## src/ppai_pkg.sv

```systemverilog
// ----------------------------------------------------------------------------
// Pose arc integrator package
// Shared fixed-point constants, the CORDIC arctangent table and state codes.
// ----------------------------------------------------------------------------
`default_nettype none

package ppai_pkg;

    // Angles are signed Q4.28.
    localparam logic signed [31:0] PI_Q      = 32'sd843314857;
    localparam logic signed [31:0] HALF_PI_Q = 32'sd421657428;
    localparam logic        [31:0] TWO_PI_Q  = 32'd1686629714;

    // CORDIC start value (gain compensated, Q2.30).
    localparam logic signed [33:0] CORDIC_GAIN_Q30 = 34'sd652032874;

    // Rotation count; counts above 32 behave as 32.
    localparam int CORDIC_ITERATIONS = 24;
    localparam int CORDIC_STEPS      = (CORDIC_ITERATIONS > 32) ? 32 : CORDIC_ITERATIONS;

    // Reset value of the straight-line threshold register.
    localparam logic [15:0] THRESHOLD_RESET = 16'd1;

    // Arctangent of 2^-i in Q4.28.
    function automatic logic [31:0] atan_q28(input logic [4:0] idx);
        logic [31:0] v;
        begin
            case (idx)
                5'd0:    v = 32'd210828714;
                5'd1:    v = 32'd124459457;
                5'd2:    v = 32'd67103136;
                5'd3:    v = 32'd33381290;
                5'd4:    v = 32'd16755422;
                5'd5:    v = 32'd8385879;
                5'd6:    v = 32'd4193963;
                5'd7:    v = 32'd2097109;
                5'd8:    v = 32'd1048571;
                5'd9:    v = 32'd524287;
                5'd10:   v = 32'd262144;
                5'd11:   v = 32'd131072;
                5'd12:   v = 32'd65536;
                5'd13:   v = 32'd32768;
                5'd14:   v = 32'd16384;
                5'd15:   v = 32'd8192;
                5'd16:   v = 32'd4096;
                5'd17:   v = 32'd2048;
                5'd18:   v = 32'd1024;
                5'd19:   v = 32'd512;
                5'd20:   v = 32'd256;
                5'd21:   v = 32'd128;
                5'd22:   v = 32'd64;
                5'd23:   v = 32'd32;
                5'd24:   v = 32'd16;
                5'd25:   v = 32'd8;
                5'd26:   v = 32'd4;
                5'd27:   v = 32'd2;
                5'd28:   v = 32'd1;
                default: v = 32'd0;
            endcase
            atan_q28 = v;
        end
    endfunction

    // Sequencer state codes.
    localparam logic [3:0] S_IDLE  = 4'd0;
    localparam logic [3:0] S_HWRAP = 4'd1;
    localparam logic [3:0] S_M_WDT = 4'd2;
    localparam logic [3:0] S_WRAP1 = 4'd3;
    localparam logic [3:0] S_COR0  = 4'd4;
    localparam logic [3:0] S_M_VDT = 4'd5;
    localparam logic [3:0] S_M_DC  = 4'd6;
    localparam logic [3:0] S_M_DS  = 4'd7;
    localparam logic [3:0] S_COR1  = 4'd8;
    localparam logic [3:0] S_M_VS  = 4'd9;
    localparam logic [3:0] S_DIV_X = 4'd10;
    localparam logic [3:0] S_M_VC  = 4'd11;
    localparam logic [3:0] S_DIV_Y = 4'd12;
    localparam logic [3:0] S_OUT   = 4'd13;

endpackage

`default_nettype wire

```

## src/ppai_mul.sv

```systemverilog
// ----------------------------------------------------------------------------
// Serial signed multiplier
// 64 x 32 bit two's complement product, one multiplier bit per cycle.
// ----------------------------------------------------------------------------
`default_nettype none

module ppai_mul import ppai_pkg::*; (
    input  wire logic        i_clk,
    input  wire logic        i_rst_n,
    input  wire logic        i_start,
    input  wire logic [63:0] i_a,
    input  wire logic [31:0] i_b,
    output logic             o_done,
    output logic [95:0]      o_prod
);

    logic [63:0] r_a;
    logic [64:0] r_acc;
    logic [31:0] r_mb;
    logic [4:0]  r_cnt;
    logic        r_busy;
    logic        r_done;
    logic [65:0] addend;
    logic [65:0] a_ext;
    logic [65:0] sum;

    // The top multiplier bit carries negative weight.
    always_comb begin
        a_ext = {{2{r_a[63]}}, r_a};
        if (!r_mb[0]) begin
            addend = 66'd0;
        end else if (r_cnt == 5'd31) begin
            addend = ~a_ext + 66'd1;
        end else begin
            addend = a_ext;
        end
        sum = {r_acc[64], r_acc} + addend;
    end

    // Add and shift right, product low bits collect in r_mb.
    always_ff @(posedge i_clk) begin
        if (!i_rst_n) begin
            r_busy <= 1'b0;
            r_done <= 1'b0;
            r_cnt  <= 5'd0;
        end else begin
            r_done <= 1'b0;
            if (i_start) begin
                r_a    <= i_a;
                r_acc  <= 65'd0;
                r_mb   <= i_b;
                r_cnt  <= 5'd0;
                r_busy <= 1'b1;
            end else if (r_busy) begin
                r_acc <= sum[65:1];
                r_mb  <= {sum[0], r_mb[31:1]};
                r_cnt <= r_cnt + 5'd1;
                if (r_cnt == 5'd31) begin
                    r_busy <= 1'b0;
                    r_done <= 1'b1;
                end
            end
        end
    end

    assign o_done = r_done;
    assign o_prod = {r_acc[63:0], r_mb};

endmodule

`default_nettype wire

```

## config.mk

```make
export PLATFORM = sky130hd
export DESIGN_NAME = ppai_mul
export DESIGN_NICKNAME = d
export VERILOG_FILES = /design/src/ppai_pkg.sv /design/src/ppai_mul.sv
export SDC_FILE = /design/constraint.sdc
export NUM_CORES = 1
export LEC_CHECK = 0
export BUFFER_PORTS_ARGS = -buffer_cell sky130_fd_sc_hd__buf_2
export CORE_MARGIN = 2
export CORE_UTILIZATION = 31
export DETAILED_ROUTE_END_ITERATION = 16
export PLACE_DENSITY = 0.52
export SLEW_MARGIN = 20
export SYNTH_ARGS = -nofsm -noshare
export SYNTH_HDL_FRONTEND = slang
export SYNTH_SLANG_ARGS = --single-unit
```

## constraint.sdc

```tcl
create_clock -name i_clk -period 15.24 [get_ports i_clk]
set_clock_uncertainty 0.15 [all_clocks]
set_input_delay 1.524 -clock i_clk [delete_from_list [all_inputs] [get_ports i_clk]]
set_output_delay 1.524 -clock i_clk [all_outputs]
set_load 0.03 [all_outputs]
```

==> out/qor.csv <==
stage,metric,value,unit
worst_setup_path,end_kind,register,
clock_network,max-clock-path-buffers,2,
routing,via_per_inst,5.208,
worst_setup_path,cp-startpoint,r_a[3]$_DFFE_PP_,
global_route,grt.overflow.total,0,
pwr,p_per_area,102.7,nW/µm²
yosys,yosys.area.top_type_share,39.77,%
global_route,use_met1,24.51,%
die,boundaryPins,196,
cells_and_area,fillers,3996,
global_route,grt_use_total,18.09,%
clock_network,clock_sinks,168,
timing,finalSetupViolCount,0,
global_route,grt_pass1_wl,56680,µm
clock_network,clkLatencyLatePin,0.47,ns
global_route,use_met3,4.515,%
yosys,netlist_top_cells_count,"nor2_1, edfxtp_1, a21oi_1",
global_route,grt_antenna_before_repair,2,
yosys,yosysTopAreaCell,edfxtp_1,
yosys,synth-edff-count,161,
clock_network,cts_tree,yes,
timing,post-route-period-util,38.58,%
yosys,syn_area_per_cell,9.454,µm²
clock_network,cts_htree_levels,4,
yosys,synth_area,12160,µm²
min_path,holdCritStartpoint,r_cnt[3]$_SDFFE_PP0P_,
cells_and_area,area_growth,13.23,%
clock_network,postCtsHoldBufs,0,
timing,slew_headroom,32.49,%
timing,hold_violations,0,
die,die_w,202.0,µm
timing,min_period,5.880,ns
die,die_area,40820,µm²
yosys,ys_seq_area_share,40.92,%
cells_and_area,drive_above_1_share,21.34,%
global_route,use_met2,28.18,%
clock_network,cts_setup_buffers,0,
yosys,yosys_warnings,0,
yosys,synthCells,1286,
die,fp.dieH,202.0,µm
pwr,leakagePower,5.267,nW
cells_and_area,finalNetCount,1556,
job,drv_cap,0,
worst_setup_path,worstSetupPathType,reg -> reg,
die,start_util,31.46,%
place,port_buffers,195,
die,core-area,38650,µm²
yosys,ys.flop_type,edfxtp_1,
pwr,max-vdd-ir-drop,0.07884,mV
timing,slew_violations,0,
cells_and_area,final_util,35.62,%
clock_network,root_buffer,clkbuf_16,
yosys,yosysMostFrequentCell,nor2_1,
clock_network,cts_resized,0,
routing,first_iter_violations,780,
clock_network,cts.clk_slew.worst_paths,0.08,ns
routing,drcViolationCount,0,
routing,routedWlPerCell,19.21,µm
routing,routed_wl,36870,µm
global_route,grt_max_degree,73,
die,row_count,72,
global_route,top_usage_layer,met2,
global_route,first_global_vias,9757,
yosys,synth_cell_types,70,
place,gp_congestion,0.9128,
yosys,synthTopCellsByArea,"edfxtp_1, ha_1, nor2_1, xor2_1, a21oi_1",
worst_setup_path,crit_arrival,5.94,ns
timing,tightest_slew,1.013,ns
place,dp_hpwl,28960,µm
yosys,yosys_register_bits,168,
worst_setup_path,required,15.30,ns
yosys,synth-async-reset-ratio,0,%
worst_setup_path,critPathLaunchType,register,
timing,rsz0062_at_grt,no,
timing,clock.fmax,0.1701,GHz
timing,tns,0,ns
worst_setup_path,regToRegStartpoint,r_a[3]$_DFFE_PP_,
yosys,synth_fp_nets,1454,
min_path,hold_path.class,reg -> reg,
outcome,status,"complete, no violations",
routing,antenna_left,0,
clock_network,cts_made_buffers,17,
worst_setup_path,path_max_fanout,8,
routing,vias,10000,
routing,first_pass_iters,5,
-- power by group --
| group | switching, mW | internal, mW | leakage (nW) | total, mW |
|---|---|---|---|---|
| Sequential | 0.0334 | 0.554 | 1.60 | 0.588 |
| Combinational | 0.236 | 0.131 | 3.39 | 0.367 |
| Clock | 0.200 | 0.259 | 0.280 | 0.459 |
| Total | 0.470 | 0.945 | 5.27 | 1.41 |
-- cells in the final DEF (no fill, tap or decap), drive strengths merged, types with 8 or more instances in the layout --
cell / n
a21boi: 9
a21o: 26
a21oi: 105
and2: 12
and3: 9
buf: 202
clkbuf: 18
edfxtp: 161
ha: 68
inv: 37
mux2: 40
nand2: 93
nand3: 15
nand4: 33
nor2: 176
nor2b: 16
nor3: 24
nor4: 10
o211ai: 9
o21a: 10
o21ai: 64
o21bai: 16
o31ai: 19
o41ai: 11
or2: 8
or3: 18
xnor2: 42
xor2: 64
-- cell families (layout without fill, tap and decap cells) --
family	after synthesis	count (layout)	synth area share, %
flip-flops	168	168	40.92
AO/OA/AOI/OAI	308	308	16.20
AND/OR/NAND/NOR	438	438	17.40
buffers and inverters	154	269	6.731
adder cells (fa/ha/maj)	69	69	7.163
XOR/XNOR	106	106	7.636
multiplexers	43	43	3.952
other	0	1	0
-- routing by layer --
metal  vias to the layer above  share of wire [%]
met1                      4797                 46
met2                       312                 45
met5                         -              0.019
met4                         2                2.1
li1                       4851                  -
met3                        38                6.3
-- sequential cells by signal (all words and copies together), names as in the netlist --
signal  cells
r_a        64
r_mb       32
o_done      1
r_busy      1
r_cnt       5
r_acc      65
-- critical path, cell delays in order, from the launching register on --
cell      delay (ns)
edfxtp_1        0.48
nor4_4          0.45
nand3_2         0.20
or3b_1          0.45
or3_1           0.33
or3_1           0.32
or3_1           0.40
nand2_1         0.11
xor2_1          0.15
nor2_1          0.06
ha_1            0.44
nand2_1         0.12
o211ai_1        0.24
a21oi_1         0.11
o21bai_1        0.15
a21oi_1         0.08
a21oi_1         0.52
a21oi_1         0.17
and4_1          0.22
or4_1           0.46
-- area by class of cell --
| class | instances | area (µm²) | area share, % |
|---|---|---|---|
| inverter | 35 | 131.4 | 0.9543 |
| tap | 518 | 648.1 | 4.708 |
| sequential | 168 | 4975 | 36.14 |
| antenna | 1 | 2.502 | 0.01818 |
| multi-input combinational | 964 | 6376 | 46.31 |
| clock inverter | 14 | 173.9 | 1.263 |
| clock buffer | 18 | 429.2 | 3.117 |
| timing repair buffer | 202 | 1031 | 7.489 |
-- final timing paths --
path                            cells past startpoint                 endpoint  slack (ns)
worst max-delay path                               19  r_acc[50]$_SDFFCE_PP0P_        9.36
worst min-delay path                                2    r_cnt[3]$_SDFFE_PP0P_        0.36
worst max register to register                     19  r_acc[50]$_SDFFCE_PP0P_        9.36
worst min register to register                      2    r_cnt[3]$_SDFFE_PP0P_        0.36
-- per-stage QoR --
step	hold slack (ns)	instances	setup WS [ns]	power [mW]	area (µm²)
after floorplan	0.3172	1286	10.11	0.8702	12160
after global placement	0.3335	1887	9.438	0.9632	13160
after detailed placement	0.3463	1887	9.382	0.9631	13160
after CTS	0.3670	1919	9.359	1.428	13760
after global routing	0.4180	1920	8.943	1.485	13770
final	0.3591	1920	9.360	1.414	13770
No activity file was read; power rests on OpenSTA's default activity.
