File: src/ppai_pkg.sv
// ----------------------------------------------------------------------------
// Pose arc integrator package
// Shared fixed-point constants, the CORDIC arctangent table and state codes.
// ----------------------------------------------------------------------------
`default_nettype none

package ppai_pkg;

    // Angles are signed Q4.28.
    localparam logic signed [31:0] PI_Q      = 32'sd843314857;
    localparam logic signed [31:0] HALF_PI_Q = 32'sd421657428;
    localparam logic        [31:0] TWO_PI_Q  = 32'd1686629714;

    // CORDIC start value (gain compensated, Q2.30).
    localparam logic signed [33:0] CORDIC_GAIN_Q30 = 34'sd652032874;

    // Rotation count; counts above 32 behave as 32.
    localparam int CORDIC_ITERATIONS = 24;
    localparam int CORDIC_STEPS      = (CORDIC_ITERATIONS > 32) ? 32 : CORDIC_ITERATIONS;

    // Reset value of the straight-line threshold register.
    localparam logic [15:0] THRESHOLD_RESET = 16'd1;

    // Arctangent of 2^-i in Q4.28.
    function automatic logic [31:0] atan_q28(input logic [4:0] idx);
        logic [31:0] v;
        begin
            case (idx)
                5'd0:    v = 32'd210828714;
                5'd1:    v = 32'd124459457;
                5'd2:    v = 32'd67103136;
                5'd3:    v = 32'd33381290;
                5'd4:    v = 32'd16755422;
                5'd5:    v = 32'd8385879;
                5'd6:    v = 32'd4193963;
                5'd7:    v = 32'd2097109;
                5'd8:    v = 32'd1048571;
                5'd9:    v = 32'd524287;
                5'd10:   v = 32'd262144;
                5'd11:   v = 32'd131072;
                5'd12:   v = 32'd65536;
                5'd13:   v = 32'd32768;
                5'd14:   v = 32'd16384;
                5'd15:   v = 32'd8192;
                5'd16:   v = 32'd4096;
                5'd17:   v = 32'd2048;
                5'd18:   v = 32'd1024;
                5'd19:   v = 32'd512;
                5'd20:   v = 32'd256;
                5'd21:   v = 32'd128;
                5'd22:   v = 32'd64;
                5'd23:   v = 32'd32;
                5'd24:   v = 32'd16;
                5'd25:   v = 32'd8;
                5'd26:   v = 32'd4;
                5'd27:   v = 32'd2;
                5'd28:   v = 32'd1;
                default: v = 32'd0;
            endcase
            atan_q28 = v;
        end
    endfunction

    // Sequencer state codes.
    localparam logic [3:0] S_IDLE  = 4'd0;
    localparam logic [3:0] S_HWRAP = 4'd1;
    localparam logic [3:0] S_M_WDT = 4'd2;
    localparam logic [3:0] S_WRAP1 = 4'd3;
    localparam logic [3:0] S_COR0  = 4'd4;
    localparam logic [3:0] S_M_VDT = 4'd5;
    localparam logic [3:0] S_M_DC  = 4'd6;
    localparam logic [3:0] S_M_DS  = 4'd7;
    localparam logic [3:0] S_COR1  = 4'd8;
    localparam logic [3:0] S_M_VS  = 4'd9;
    localparam logic [3:0] S_DIV_X = 4'd10;
    localparam logic [3:0] S_M_VC  = 4'd11;
    localparam logic [3:0] S_DIV_Y = 4'd12;
    localparam logic [3:0] S_OUT   = 4'd13;

endpackage

`default_nettype wire

File: src/ppai_wrap.sv
// ----------------------------------------------------------------------------
// Serial angle wrap
// Reduces a wide Q4.28 angle into (-pi, pi], one dividend bit per cycle.
// ----------------------------------------------------------------------------
`default_nettype none

module ppai_wrap import ppai_pkg::*; (
    input  wire logic        i_clk,
    input  wire logic        i_rst_n,
    input  wire logic        i_start,
    input  wire logic [63:0] i_a,
    output logic             o_done,
    output logic [31:0]      o_angle
);

    logic [63:0] r_m;
    logic [30:0] r_rem;
    logic        r_neg;
    logic [5:0]  r_cnt;
    logic        r_busy;
    logic        r_done;
    logic [63:0] shifted;
    logic [31:0] trial;
    logic [31:0] diff;
    logic        ge;
    logic [31:0] u;

    // Shift in one magnitude bit and reduce modulo two pi.
    always_comb begin
        shifted = i_a + {{32{PI_Q[31]}}, PI_Q};
        trial   = {r_rem, r_m[63]};
        diff    = trial - TWO_PI_Q;
        ge      = (trial >= TWO_PI_Q);
    end

    // Map the remainder into (0, 2pi] and remove the pi offset.
    always_comb begin
        if (r_neg && (r_rem != 31'd0)) begin
            u = TWO_PI_Q - {1'b0, r_rem};
        end else if (r_rem == 31'd0) begin
            u = TWO_PI_Q;
        end else begin
            u = {1'b0, r_rem};
        end
        o_angle = u - PI_Q;
    end

    always_ff @(posedge i_clk) begin
        if (!i_rst_n) begin
            r_busy <= 1'b0;
            r_done <= 1'b0;
            r_cnt  <= 6'd0;
        end else begin
            r_done <= 1'b0;
            if (i_start) begin
                r_neg  <= shifted[63];
                r_m    <= shifted[63] ? (~shifted + 64'd1) : shifted;
                r_rem  <= 31'd0;
                r_cnt  <= 6'd0;
                r_busy <= 1'b1;
            end else if (r_busy) begin
                r_rem <= ge ? diff[30:0] : trial[30:0];
                r_m   <= {r_m[62:0], 1'b0};
                r_cnt <= r_cnt + 6'd1;
                if (r_cnt == 6'd63) begin
                    r_busy <= 1'b0;
                    r_done <= 1'b1;
                end
            end
        end
    end

    assign o_done = r_done;

endmodule

`default_nettype wire

File: config.mk
export PLATFORM = sky130hd
export DESIGN_NAME = ppai_wrap
export DESIGN_NICKNAME = d
export VERILOG_FILES = /design/src/ppai_pkg.sv /design/src/ppai_wrap.sv
export SDC_FILE = /design/constraint.sdc
export NUM_CORES = 1
export LEC_CHECK = 0
export BUFFER_PORTS_ARGS = -buffer_cell sky130_fd_sc_hd__buf_2
export CAP_MARGIN = 20
export CORE_ASPECT_RATIO = 2
export CORE_MARGIN = 5
export CORE_UTILIZATION = 42
export DETAILED_ROUTE_END_ITERATION = 10
export MAX_ROUTING_LAYER = met4
export SYNTH_ARGS = -nofsm -noshare
export SYNTH_HDL_FRONTEND = slang
export SYNTH_SLANG_ARGS = --single-unit
File: constraint.sdc
create_clock -name i_clk -period 3.96 [get_ports i_clk]
set_clock_uncertainty 0.05 [all_clocks]
set_input_delay 0.594 -clock i_clk [delete_from_list [all_inputs] [get_ports i_clk]]
set_output_delay 0.594 -clock i_clk [all_outputs]
set_load 0.01 [all_outputs]
==> flow_summary.ini, run 1 <==
[run_status]
status = finished, violations left
violations = setup timing

[global_route]
grt_max_degree = 76
antenna_found_initial = 0
grt_pass1_wl_um = 53990
grt_overflow = 0
grt_pass1_vias = 10724
grt_usage = 0.2462

[pwr]
power.total_mw = 3.716
p_per_area_nw_per_um2 = 263.8
p_leak_nw = 5.431
ir_drop_v = 0.0002035

[die]
ioPinCount = 100
coreArea_um2 = 24530
fp.dieW_um = 121.7
initial_core_util = 0.4272
die-area_um2 = 28390
die_h_um = 233.4
rows = 81

[timing]
rsz0062_at_grt = true
whs_ps = 451.2
clock.fmax_mhz = 237.9
timing.final.crit_share = 1.062
drv_slew = 0
final_hold_viol_count = 0
setup_ws_ps = -244.2
fin_crit_ps = 4204
setup_viol = 11
tightestPinTransition_ps = 738.5
max_slew_margin = 0.5077
finalSetupTns_ps = -1604

[drt]
post_drt_wl_per_cell_um = 18.00
drc = 0
ant_nets = 0
wirelength_um = 34390
dr.pass1.iters = 7
drt-vias-per-instance = 5.664
dr_total_vias = 10819
drtIter0Drc = 470

[cells_and_area]
multiInputGateArea_um2 = 7511
fin_cells = 1910
design_area_um2 = 14090
n_antenna_cell = 0
n_fill_cell = 2327
drive_above_1_share = 0.3530
regArea_um2 = 3043
finalNetCount = 1645
syn_to_final_growth_pct = 34.47
final_util = 0.5744

[worst_setup_path]
crit_required_ps = 3320
crit_arrival_ps = 3560
worst_setup_path_end_kind = output port
crit_type = register to output port
worstPathMaxFanout = 4
worstSetupStartpointType = register

[clock_tree]
clock-sinks = 104
clock_path_buffers = 2
path_clk_slew_ps = 80
clkLatencyLatePin_ps = 360
root_buffer = clkbuf_16
htree_levels = 3
tritoncts = yes
cts_hold_buf = 0
numCtsBuffers = 9

[synth]
ys_seq_area_frac = 0.2905
synth-simple-area-share = 0.2519
synth_cell_types = 98
synth-xor-area-share = 0.1421
synth_compound_area_frac = 0.2305
synth_top_family_by_area = simple AND/OR/NAND/NOR gates
syn_inst = 1267
yosys_register_bits = 104
synthArstFlopShare = 0
syn_area_um2 = 10480
syn_nets = 1339
ys.flop_type = edfxtp_1
synth_adder_area_share = 0.005972
synth.avg_cell_area_um2 = 8.269
synth_edf_count = 96
synth_mux_area_frac = 0.03284
yosysWarnings = 0

[placement]
dp_hpwl_um = 27670
gp_congestion = 0.9788
io_buffers = 99
place_area_um2 = 13080
place_inst = 1875
dp_slack_ps = -538.5

[worst_hold_path]
min_path_type = register to register

[job]
drv_cap = 0
==> routing by layer <==
metal | routed length, um | GRT usage
met4 | 2056 | 0.1417
met5 | 0 | -
met3 | 744 | 0.02060
met1 | 12200 | 0.2311
met2 | 19390 | 0.4762
==> cell usage in the layout, fill, tap and decap left out, drive strengths merged, types with 7 or more instances in the layout <==
cell type  count
o31ai         19
and2          18
nand2         93
or4            9
o311ai         7
nand3         52
clkbuf         9
xnor2         83
buf          382
o211ai        15
o2111ai        7
o21a          15
mux2          27
o21ai         79
a211oi        14
xor2          87
nor3          45
a21boi         8
a31o           7
inv           34
edfxtp        96
and3          18
or3           23
nor2         119
or2           11
o31a           9
a21oi         69
nand2b        13
nor2b          7
nand4         26
dfxtp          8
a21o          13
nor4          27
a211o          7
a31oi         21
==> report_power, final <==
group	internal (mW)	switching, mW
Clock	0.497	0.429
Combinational	0.674	0.770
Sequential	1.31	0.0390
==> worst paths after layout <==
| kind | endpoint | startpoint | slack, ps | depth (start not counted) |
|---|---|---|---|---|
| max reg2reg | r_rem[20] | r_rem[2] | 380 | 12 |
| min reg2reg | r_cnt[5] | r_cnt[5] | 450 | 2 |
| max | o_angle[29] | r_rem[0] | -240 | 14 |
| min | r_cnt[5] | r_cnt[5] | 450 | 2 |
==> kinds of logic (layout without fill, tap and decap cells) <==
group,Yosys count,in the layout
multiplexers,31,31
adder cells (fa/ha/maj),5,5
XOR/XNOR,170,170
flip-flops,104,104
AO/OA/AOI/OAI,346,346
AND/OR/NAND/NOR,491,491
buffers and inverters,120,431
==> sequential cells by signal, indices dropped and copies added, names as in the netlist <==
register and cells:
r_m 64, r_rem 31, r_busy 1, r_neg 1, o_done 1, r_cnt 6
==> cell usage after synthesis, drive strengths merged (18+ instances only) <==
library cell / n / area share
nor2: 119 / 0.043
edfxtp: 96 / 0.28
nand2: 93 / 0.033
xor2: 87 / 0.073
xnor2: 83 / 0.069
o21ai: 79 / 0.038
clkbuf: 71 / 0.025
a21oi: 69 / 0.033
nand3: 52 / 0.025
nor3: 45 / 0.021
inv: 32 / 0.011
mux2: 27 / 0.029
nor4: 27 / 0.021
nand4: 26 / 0.018
or3: 23 / 0.015
a31oi: 21 / 0.013
o31ai: 19 / 0.014
and2: 18 / 0.011
and3: 18 / 0.011
==> timing repair <==
action                     in CTS  in global routing
setup endpoints to repair      39                 46
setup buffers                  16                  8
pin swaps                      33                 43
gates resized for setup        44                 76
==> area by class of cell <==
type	count	share of cell area
tap	332	0.02949
inverter	33	0.008793
clock inverter	7	0.005596
clock buffer	9	0.01599
timing repair buffer	382	0.1910
multi-input combinational	1043	0.5332
sequential	104	0.2160
==> worst max-delay path, stage by stage, from the launching register on <==
cell and delay [ps]:
edfxtp_1 460, buf_6 160, ha_4 150, or3_4 340, a221oi_2 210, buf_4 170, o21a_4 160, nor2_1 50
o21ai_0 260, xnor2_1 260, nand4_1 260, a31o_2 320, a21boi_2 130, xnor2_1 120, buf_2 150
Power figures use the tool's default switching activity.
==> inputs of run 2 (changes only) <==
- CORE_ASPECT_RATIO: 2 -> not set
==> flow_summary.ini, run 2 (synthesis gave the netlist of run 1 again) <==
[run_status]
status = finished, violations left
violations = setup timing

[drt]
drc = 0
wirelength_um = 31470
ant_nets = 0
drt-met1-wl_um = 14290
drt-vias-per-instance = 5.699
met2WireLength_um = 14980
top_layer_used = met4
wl_met3_um = 1329
post_drt_wl_per_cell_um = 16.92
dr.pass1.iters = 5
drtIter0Drc = 595
dr_total_vias = 10600

[timing]
tightestPinTransition_ps = 892.4
drv_slew = 0
fin_crit_ps = 4100
setup_viol = 11
rsz0062_at_grt = true
final_hold_viol_count = 0
clock.fmax_mhz = 243.9
setup_ws_ps = -140.3
timing.final.crit_share = 1.035
max_slew_margin = 0.4044

[cells_and_area]
final_cell_mix = 229 x buf_4, 117 x nor2_1, 98 x buf_2
design_area_um2 = 13570
regArea_um2 = 3043
multiInputGateArea_um2 = 7311
drive_above_1_share = 0.3201
reg.largest.list = r_m x64, r_rem x31, r_cnt x6
finalNetCount = 1601
n_fill_cell = 2279
final_common_cell = buf_4
largest_register_ff_count = 64
regMostFlops = r_m
syn_to_final_growth_pct = 29.51

[placement]
io_buffers = 99
gp_congestion = 0.9802
dp_hpwl_um = 24350
place_area_um2 = 12720

[worst_setup_path]
slowest_stage = or3_4
crit_type = register to output port
ff2ff_path_depth = 12
crit_chain = buf_6 -> buf_6 -> or3_4 -> a221oi_2 -> buf_4 -> buf_6 -> nand2_4 -> xor2_2 -> o311ai_2 -> buf_4 -> nand4_1 -> a31o_2 -> a21boi_2 -> xnor2_1 -> buf_2
critPathMaxStageDelay_ps = 390
worstPathMaxFanout = 4
worstSetupStartpointType = register
worst_setup_path_end_kind = output port
r2r_end = r_rem[22]
path_common_cell = buf_6
crit_arrival_ps = 3460
crit_required_ps = 3320
r2r-start = r_rem[2]
reg2reg_setup_slack_ps = 370

[worst_hold_path]
worstHoldPathCells = 2
min_path_type = register to register
hold_end = r_cnt[5]
worstHoldStart = r_cnt[5]

[die]
rows = 57
initial_core_util = 0.4283
die-area_um2 = 28200
die_h_um = 167.9
ioPinCount = 100
coreArea_um2 = 24460
fp.dieW_um = 167.9

[global_route]
antenna_found_initial = 1
grt_overflow = 0
grt_pass1_vias = 9901
grt_usage = 0.2208
grt_pass1_wl_um = 50400
grt_max_degree = 81

[pwr]
ir_drop_v = 0.0001996
p_per_area_nw_per_um2 = 269.2
p_leak_nw = 5.197
power.total_mw = 3.652

[clock_tree]
numCtsBuffers = 9
clkLatencyLatePin_ps = 360
root_buffer = clkbuf_16
clock-sinks = 104
tritoncts = yes
htree_levels = 3
clock_path_buffers = 2
cts_hold_buf = 0
path_clk_slew_ps = 80

[job]
drv_cap = 0
==> run 2: cell type report <==
class / count / share of cell area
Multi-Input combinational cell: 1043 / 0.5388
Sequential cell: 104 / 0.2243
Clock buffer: 9 / 0.01660
Inverter: 33 / 0.009129
Tap cell: 324 / 0.02988
Timing Repair Buffer: 338 / 0.1746
Clock inverter: 7 / 0.006363
Antenna cell: 2 / 0.0003689
==> run 2: critical path: cells and delay by family, from the launching register on <==
family          cells  cell delay (ps)
simple gates        3              620
flops               1              380
compound gates      4              940
buf+inv             6              840
xor+xnor            2              310
==> run 2: report_power, final <==
group	leakage, nW	internal, mW	switching, mW	total, mW
Clock	0.156	0.506	0.439	0.945
Combinational	4.06	0.625	0.742	1.37
Sequential	0.986	1.31	0.0344	1.34
Total	5.20	2.44	1.22	3.65
==> run 2: timing repair <==
item,in CTS,in global routing
pin swaps,32,29
resized for setup,43,37
setup endpoints to repair,18,40
buffers inserted,14,10
==> run 2: worst max path at each step <==
| stage | from | to | slack (ps) | depth (start not counted) |
|---|---|---|---|---|
| floorplan | r_rem[0] | o_angle[30] | 10 | 17 |
| global placement | i_a[17] | r_m[55] | -120 | 13 |
| detailed placement | i_a[17] | r_m[55] | -180 | 13 |
| CTS | r_rem[3] | o_angle[26] | -230 | 14 |
| global route | r_rem[0] | o_angle[29] | -340 | 14 |
| finish | r_rem[3] | o_angle[29] | -140 | 15 |
==> run 2: metal layers <==
metal / vias up / global-route usage
met5: - / -
met4: 0 / 0.07269
met3: 50 / 0.03329
met1: 5055 / 0.2851
li1: 5249 / -
met2: 246 / 0.3571
==> run 2: metrics by stage <==
| step | hold WS [ps] | std cells | util | worst slack [ps] | TNS [ps] |
|---|---|---|---|---|---|
| 2_1_floorplan | 408.7 | 1267 | - | 13.26 | 0 |
| 3_3_place_gp | 427.9 | 1819 | 0.5200 | -123.5 | -934.0 |
| 3_5_place_dp | 450.2 | 1819 | 0.5200 | -182.4 | -2022 |
| 4_1_cts | 461.6 | 1848 | 0.5441 | -230.0 | -1641 |
| 5_1_grt | 486.2 | 1859 | 0.5546 | -341.5 | -3749 |
| 6_report | 466.6 | 1860 | 0.5547 | -140.3 | -920.6 |
