`src/ppai_pkg.sv`:
```
// ----------------------------------------------------------------------------
// Pose arc integrator package
// Shared fixed-point constants, the CORDIC arctangent table and state codes.
// ----------------------------------------------------------------------------
`default_nettype none

package ppai_pkg;

    // Angles are signed Q4.28.
    localparam logic signed [31:0] PI_Q      = 32'sd843314857;
    localparam logic signed [31:0] HALF_PI_Q = 32'sd421657428;
    localparam logic        [31:0] TWO_PI_Q  = 32'd1686629714;

    // CORDIC start value (gain compensated, Q2.30).
    localparam logic signed [33:0] CORDIC_GAIN_Q30 = 34'sd652032874;

    // Rotation count; counts above 32 behave as 32.
    localparam int CORDIC_ITERATIONS = 24;
    localparam int CORDIC_STEPS      = (CORDIC_ITERATIONS > 32) ? 32 : CORDIC_ITERATIONS;

    // Reset value of the straight-line threshold register.
    localparam logic [15:0] THRESHOLD_RESET = 16'd1;

    // Arctangent of 2^-i in Q4.28.
    function automatic logic [31:0] atan_q28(input logic [4:0] idx);
        logic [31:0] v;
        begin
            case (idx)
                5'd0:    v = 32'd210828714;
                5'd1:    v = 32'd124459457;
                5'd2:    v = 32'd67103136;
                5'd3:    v = 32'd33381290;
                5'd4:    v = 32'd16755422;
                5'd5:    v = 32'd8385879;
                5'd6:    v = 32'd4193963;
                5'd7:    v = 32'd2097109;
                5'd8:    v = 32'd1048571;
                5'd9:    v = 32'd524287;
                5'd10:   v = 32'd262144;
                5'd11:   v = 32'd131072;
                5'd12:   v = 32'd65536;
                5'd13:   v = 32'd32768;
                5'd14:   v = 32'd16384;
                5'd15:   v = 32'd8192;
                5'd16:   v = 32'd4096;
                5'd17:   v = 32'd2048;
                5'd18:   v = 32'd1024;
                5'd19:   v = 32'd512;
                5'd20:   v = 32'd256;
                5'd21:   v = 32'd128;
                5'd22:   v = 32'd64;
                5'd23:   v = 32'd32;
                5'd24:   v = 32'd16;
                5'd25:   v = 32'd8;
                5'd26:   v = 32'd4;
                5'd27:   v = 32'd2;
                5'd28:   v = 32'd1;
                default: v = 32'd0;
            endcase
            atan_q28 = v;
        end
    endfunction

    // Sequencer state codes.
    localparam logic [3:0] S_IDLE  = 4'd0;
    localparam logic [3:0] S_HWRAP = 4'd1;
    localparam logic [3:0] S_M_WDT = 4'd2;
    localparam logic [3:0] S_WRAP1 = 4'd3;
    localparam logic [3:0] S_COR0  = 4'd4;
    localparam logic [3:0] S_M_VDT = 4'd5;
    localparam logic [3:0] S_M_DC  = 4'd6;
    localparam logic [3:0] S_M_DS  = 4'd7;
    localparam logic [3:0] S_COR1  = 4'd8;
    localparam logic [3:0] S_M_VS  = 4'd9;
    localparam logic [3:0] S_DIV_X = 4'd10;
    localparam logic [3:0] S_M_VC  = 4'd11;
    localparam logic [3:0] S_DIV_Y = 4'd12;
    localparam logic [3:0] S_OUT   = 4'd13;

endpackage

`default_nettype wire

```
`src/ppai_div.sv`:
```
// ----------------------------------------------------------------------------
// Serial signed divider
// 64 / 32 bit restoring division, one quotient bit per cycle, truncating.
// ----------------------------------------------------------------------------
`default_nettype none

module ppai_div import ppai_pkg::*; (
    input  wire logic        i_clk,
    input  wire logic        i_rst_n,
    input  wire logic        i_start,
    input  wire logic [63:0] i_num,
    input  wire logic [31:0] i_den,
    output logic             o_done,
    output logic [63:0]      o_quot
);

    logic [63:0] r_q;
    logic [31:0] r_d;
    logic [31:0] r_rem;
    logic        r_neg;
    logic [5:0]  r_cnt;
    logic        r_busy;
    logic        r_done;
    logic [32:0] trial;
    logic [32:0] diff;
    logic        ge;

    // One restoring step.
    always_comb begin
        trial = {r_rem, r_q[63]};
        diff  = trial - {1'b0, r_d};
        ge    = (trial >= {1'b0, r_d});
    end

    always_ff @(posedge i_clk) begin
        if (!i_rst_n) begin
            r_busy <= 1'b0;
            r_done <= 1'b0;
            r_cnt  <= 6'd0;
        end else begin
            r_done <= 1'b0;
            if (i_start) begin
                r_neg  <= i_num[63] ^ i_den[31];
                r_q    <= i_num[63] ? (~i_num + 64'd1) : i_num;
                r_d    <= i_den[31] ? (~i_den + 32'd1) : i_den;
                r_rem  <= 32'd0;
                r_cnt  <= 6'd0;
                r_busy <= 1'b1;
            end else if (r_busy) begin
                r_rem <= ge ? diff[31:0] : trial[31:0];
                r_q   <= {r_q[62:0], ge};
                r_cnt <= r_cnt + 6'd1;
                if (r_cnt == 6'd63) begin
                    r_busy <= 1'b0;
                    r_done <= 1'b1;
                end
            end
        end
    end

    assign o_done = r_done;
    assign o_quot = r_neg ? (~r_q + 64'd1) : r_q;

endmodule

`default_nettype wire

```
`config.mk`:
```
export PLATFORM = sky130hd
export DESIGN_NAME = ppai_div
export DESIGN_NICKNAME = d
export VERILOG_FILES = /design/src/ppai_pkg.sv /design/src/ppai_div.sv
export SDC_FILE = /design/constraint.sdc
export NUM_CORES = 1
export LEC_CHECK = 0
export BUFFER_PORTS_ARGS = -buffer_cell sky130_fd_sc_hd__buf_4
export CAP_MARGIN = 20
export CORE_MARGIN = 5
export CORE_UTILIZATION = 50
export DETAILED_ROUTE_END_ITERATION = 8
export PLACE_DENSITY_LB_ADDON = 0.05
export SYNTH_ARGS = -nofsm -noshare
export SYNTH_HDL_FRONTEND = slang
export SYNTH_SLANG_ARGS = --single-unit
```
`constraint.sdc`:
```
create_clock -name i_clk -period 6 [get_ports i_clk]
set_clock_uncertainty 0.05 [all_clocks]
set_input_delay 1.2 -clock i_clk [delete_from_list [all_inputs] [get_ports i_clk]]
set_output_delay 1.2 -clock i_clk [all_outputs]
set_load 0.03 [all_outputs]
```
==> results of run 1 <==
==> power groups by stage <==
stage          combinational, W  sequential, W  clock (W)
6_report                0.00106        0.00121    0.00110
5_1_grt                 0.00115        0.00122    0.00116
4_1_cts                 0.00106        0.00121    0.00112
3_5_place_dp            0.00105        0.00123          0
3_3_place_gp            0.00104        0.00123          0
2_1_floorplan          0.000736        0.00121          0
==> path summary, 6_finish.rpt <==
check / start / end / slack, ns
worst max-delay path: r_q[6] / o_quot[54] / 0.61
worst min-delay path: r_cnt[5] / o_done / 0.48
worst max register to register: r_rem[11] / r_rem[31] / 1.88
worst min register to register: r_cnt[5] / o_done / 0.48
==> cell usage after synthesis, types with 16 or more instances <==
cell / instances / area, sq um
a21o_1: 26 / 195
a21oi_1: 73 / 365
clkbuf_1: 44 / 165
edfxtp_1: 129 / 3870
ha_1: 36 / 450
inv_1: 45 / 169
mux2_2: 20 / 225
mux2i_1: 33 / 330
nand2_1: 96 / 360
nand2b_1: 16 / 100
nor2_1: 105 / 394
o21ai_0: 71 / 355
o31ai_1: 37 / 278
o41ai_1: 19 / 166
or3_1: 25 / 156
or4_1: 26 / 195
xnor2_1: 113 / 990
xor2_1: 69 / 604
==> state kept, by name, indices dropped and copies added, names as in the netlist <==
signal  count
r_neg       1
o_done      1
r_rem      32
r_d        32
r_cnt       6
r_busy      1
r_q        64
==> critical path, stage by stage (launching register included) <==
cell      delay (ns)
edfxtp_1        0.43
or4_1           0.63
nor4_1          0.28
nand2b_1        0.16
or4_1           0.52
nor2_1          0.32
nand2_1         0.22
or2_2           0.41
o41ai_1         0.40
xnor2_1         0.17
buf_4           0.18
==> metal layers <==
layer	wire, um	share of wire, %
met5	0	0
met3	1870	6.6
met1	13600	48
met2	12300	43
met4	749	2.6
==> final cells by class <==
class	instances	area share (%)
Clock inverter	10	0.807
Tap cell	275	2.71
Timing Repair Buffer	168	9.92
Sequential cell	137	31.7
Inverter	45	1.33
Multi-Input combinational cell	920	49.5
Clock buffer	22	4.07
==> logic make-up (layout without fill, tap and decap cells) <==
logic type | Yosys count | in the layout | share of synthesized area (%)
AND/OR/NAND/NOR | 372 | 372 | 17.7
AO/OA/AOI/OAI | 276 | 276 | 16.6
XOR/XNOR | 182 | 182 | 15.0
flip-flops | 137 | 137 | 37.8
buffers and inverters | 93 | 245 | 3.31
multiplexers | 53 | 53 | 5.21
adder cells (fa/ha/maj) | 37 | 37 | 4.41
==> metrics by stage <==
stage          util, %  total power [W]  hold WS [ns]  area [sq um]
2_1_floorplan        -          0.00195         0.408         10700
3_3_place_gp      57.6          0.00227         0.427         12100
3_5_place_dp      57.6          0.00228         0.460         12100
4_1_cts           60.5          0.00339         0.466         12700
5_1_grt           60.5          0.00354         0.506         12700
6_report          60.5          0.00338         0.475         12700
==> impl_results.md, run 1 <==
* Max-Cap Viols at 0
* Yosys cell types at 63
* WL per Instance at 18.0 um
* Logic pwr share at 31.3%
* Worst slew pin tran at 0.916 ns
* FILL cells at 1860
* Clk Latency, worst-skew pair at 0.42 ns
* Post-CTS Hold Buffers at 0
* Worst Path Arrival at 4.14 ns
* Number of placed I/O pins at 164
* Register area at 4030 sq um
* Clock network power share at 32.7%
* Post-Syn Area at 10700 sq um
* Core region area at 21000 sq um
* Post-Syn Area per Cell at 9.27 sq um
* Hold path depth at 2
* Drt first pass iters at 5
* Pwr dens at 265 nW/um^2
* Met2 track demand over resource at 34.4%
* Max Fclk at 186 MHz
* Dominant synthesized flop cell: edfxtp_1
* CTS tree: built
* P_leak at 4.90 nW
* Multi-input gate area at 6290 sq um
* First-pass GRT wire length at 45200 um
* Final WS setup at 0.613 ns
* Largest net degree at the start of global routing at 74
* Global-route usage over all layers at 23.0%
* DP Cell Count at 1545
* Area growth syn-to-layout at 19.3%
* Post-CTS sizing at 0
* Register area share after synthesis at 37.8%
* Iter 0 DRT Violations at 659
* Most common cell after layout, fill and taps aside: buf_4
* Cells on worst reg2reg path at 11
* Post-Syn Nets at 1286
* CP startpoint kind: flop
* Synth warn at 0
* Crit end category: primary output
* Ant. Diodes at 0
* Critical path type: flop to primary output
* Register clock-pin slew on the reported worst setup and hold paths at 0.06 ns
* Final #Nets at 1425
* Switching Share at 33.1%
* Sink Count at 137
* Port Buffers at 163
* Via count at 9243
* Commonest non-fill, non-tap cells in the layout: buf_4, edfxtp_1, xnor2_1
* Vias in the first global route at 8865
* Die Ht at 156 um
* Detailed Place HPWL at 21300 um
* Final hold vios at 0
* Final Setup Violations at 0
* Hold Crit Class: flop to flop
* CP required at 4.75 ns
* Buffer type at the clock tree root: clkbuf_16
* Status: finished clean
* Initial Util at 50.7%
* P_int at 0.00226 W
* Setup TNS at 0 ns
* CP Max Fanout at 9
* Worst vdd ir at 0.203 mV
* Net Sw Power at 0.00112 W
* DR vias/cell at 5.86
* Total routed wirelength at 28500 um
* CTS H-Tree Depth at 4
* Final Critical Period at 5.39 ns
* Most Used Layer, Global Route: met2
* Post-synth EDFFs at 129
* Post CTS Setup Buffer Count at 0
* Die Span X at 156 um
* Antenna Nets Post-Route at 0
* CTS Buf Count at 17
* Ys async rst share at 0%
* Setup WS pre-CTS at 1.02 ns
* FF+latch count, synth at 137
* RSZ-0062 raised after global routing: false
* # DRC at 0
* Share of cells above drive strength 1 at 18.7%
* # rows at 53
* Initial antenna violation count at 0
* Fin cells at 1577
* Sequential share of power at 36.0%
* Met1 usage at 33.7%
* Longest Clk Path Bufs at 2
* Final Cycle Share at 89.8%
* Max-slew violations at 0
* Met3 Usage GRT at 3.86%
* Relative slew slack at 38.4%
* Synth Instances at 1150
* Gpl congestion at 0.899
* Full die area at 24300 sq um
* Overflow after GRT at 0
No activity file was read; power rests on OpenSTA's default activity.
==> run 2: changes to the inputs <==
--- a/config.mk
+++ b/config.mk
@@ -7,8 +7,10 @@
 export LEC_CHECK = 0
 export BUFFER_PORTS_ARGS = -buffer_cell sky130_fd_sc_hd__buf_4
 export CAP_MARGIN = 20
+export CELL_PAD_IN_SITES_DETAIL_PLACEMENT = 0
+export CELL_PAD_IN_SITES_GLOBAL_PLACEMENT = 2
 export CORE_MARGIN = 5
-export CORE_UTILIZATION = 50
+export CORE_UTILIZATION = 36
 export DETAILED_ROUTE_END_ITERATION = 8
 export PLACE_DENSITY_LB_ADDON = 0.05
 export SYNTH_ARGS = -nofsm -noshare
==> impl_results.md, run 2 (synthesis gave the netlist of run 1 again) <==
* Status: finished clean
* Detailed Place HPWL at 24400 um
* CP required at 4.75 ns
* PnR Total Power at 0.00343 W
* P_leak at 4.91 nW
* Biggest regs: r_q: 64 flops, r_d: 32 flops, r_rem: 32 flops
* Worst r2r src: r_rem[11]
* Reg-to-reg slack, setup at 2.01 ns
* Hold Crit Class: flop to flop
* WL per Instance at 18.8 um
* Hold path depth at 2
* Via count at 8974
* Pwr dens at 266 nW/um^2
* Max-Cap Viols at 0
* Drt first pass iters at 5
* Initial Util at 36.2%
* Most common cell after layout, fill and taps aside: buf_4
* # DRC at 0
* Post-CTS sizing at 0
* Die Ht at 182 um
* Area growth syn-to-layout at 21.0%
* Fin cells at 1696
* WHS Endpoint: r_cnt[5]
* Gpl congestion at 0.828
* FF-to-FF End: r_rem[24]
* Worst Path Arrival at 4.08 ns
* Fin area at 12900 sq um
* CP max stage delay at 0.62 ns
* Final WS setup at 0.673 ns
* Register clock-pin slew on the reported worst setup and hold paths at 0.06 ns
* Clk Latency, worst-skew pair at 0.43 ns
* Die Span X at 182 um
* Port Buffers at 163
* Final hold vios at 0
* Share of cells above drive strength 1 at 18.8%
* First-pass GRT wire length at 50500 um
* Iter 0 DRT Violations at 502
* Total routed wirelength at 31900 um
* Placed inst area at 12300 sq um
* RSZ-0062 raised after global routing: false
* Max-slew violations at 0
* Ant. Diodes at 0
* Core region area at 29400 sq um
* Crit end category: primary output
* Cells on worst reg2reg path at 11
* Final Setup Violations at 0
* Vias in the first global route at 9147
* Final Cycle Share at 88.8%
* Overflow after GRT at 0
* Commonest non-fill, non-tap cells in the layout: buf_4, edfxtp_1, xnor2_1
* Initial antenna violation count at 2
* Critical path type: flop to primary output
* Buffer type at the clock tree root: clkbuf_16
* Longest Clk Path Bufs at 2
* Setup TNS at 0 ns
* Post CTS Setup Buffer Count at 0
* Reg with most FFs: r_q
* CTS Buf Count at 17
* Worst vdd ir at 0.192 mV
* # rows at 63
* DR vias/cell at 5.29
* Worst slew pin tran at 1.02 ns
* CP startpoint kind: flop
* CP Max Fanout at 9
* FILL cells at 2957
* Global-route usage over all layers at 19.1%
* Worst min-delay path startpoint: r_cnt[5]
* CP max stage cell: or4_1
* Largest net degree at the start of global routing at 95
* Sink Count at 137
* CTS H-Tree Depth at 4
* Max reg flops at 64
* Final Critical Period at 5.33 ns
* DP Cell Count at 1664
* Relative slew slack at 32.1%
* Number of placed I/O pins at 164
* Post-CTS Hold Buffers at 0
* Full die area at 33100 sq um
* Antenna Nets Post-Route at 0
* Setup WS pre-CTS at 1.02 ns
* Cell Chain, Critical Path: or4_1 > nor4_1 > nand2b_1 > or4_1 > nor2_1 > nand2_1 > or2_2 > o41ai_1 > xnor2_1 > buf_4
* Max Fclk at 188 MHz
* Final #Nets at 1429
* CTS tree: built
* Most frequent CP cell: or4_1
[run 2: worst max-delay path, delay by kind of cell, from the launching register on]
| kind | cells | cell delay (ns) |
|---|---|---|
| simple gates | 7 | 2.49 |
| compound gates | 1 | 0.39 |
| buf+inv | 1 | 0.18 |
| xor+xnor | 1 | 0.16 |
| flops | 1 | 0.42 |
[run 2: layout make-up]
type	instances	area, sq um	area share [%]
well taps	390	488	3.78
flip-flops and latches	137	4030	31.3
repair buffers	172	1290	10.0
clock buffers	19	433	3.36
inverters	45	169	1.31
clock inverters	13	195	1.51
multi-input cells	920	6290	48.8
[run 2: stage by stage]
stage,hold WS (ns),utilization [%]
after global placement,0.426,41.7
after floorplan,0.408,-
final,0.442,43.9
after CTS,0.445,43.9
after detailed placement,0.431,41.7
after global routing,0.471,43.9
[run 2: worst max-delay path by stage]
stage          slack [ns]    endpoint     start
6_report             0.67  o_quot[54]    r_q[6]
5_1_grt              0.30  o_quot[54]    r_q[6]
4_1_cts              0.55  o_quot[63]    r_q[6]
3_5_place_dp         1.02     r_d[29]  i_den[3]
3_3_place_gp         1.06     r_d[29]  i_den[3]
2_1_floorplan        1.37     r_d[29]  i_den[3]
[run 2: where the power goes]
part | total [W] | internal [W] | switching [W]
registers | 0.00121 | 0.00115 | 0.0000618
clock network | 0.00115 | 0.000701 | 0.000446
logic | 0.00107 | 0.000445 | 0.000621
total | 0.00343 | 0.00230 | 0.00113
[run 2: layer usage]
metal	wire length, um	up-vias	GRT usage [%]
li1	-	4494	-
met4	592	4	5.04
met2	15900	154	33.7
met1	13900	4283	23.6
met3	1390	39	4.23
met5	26	-	0
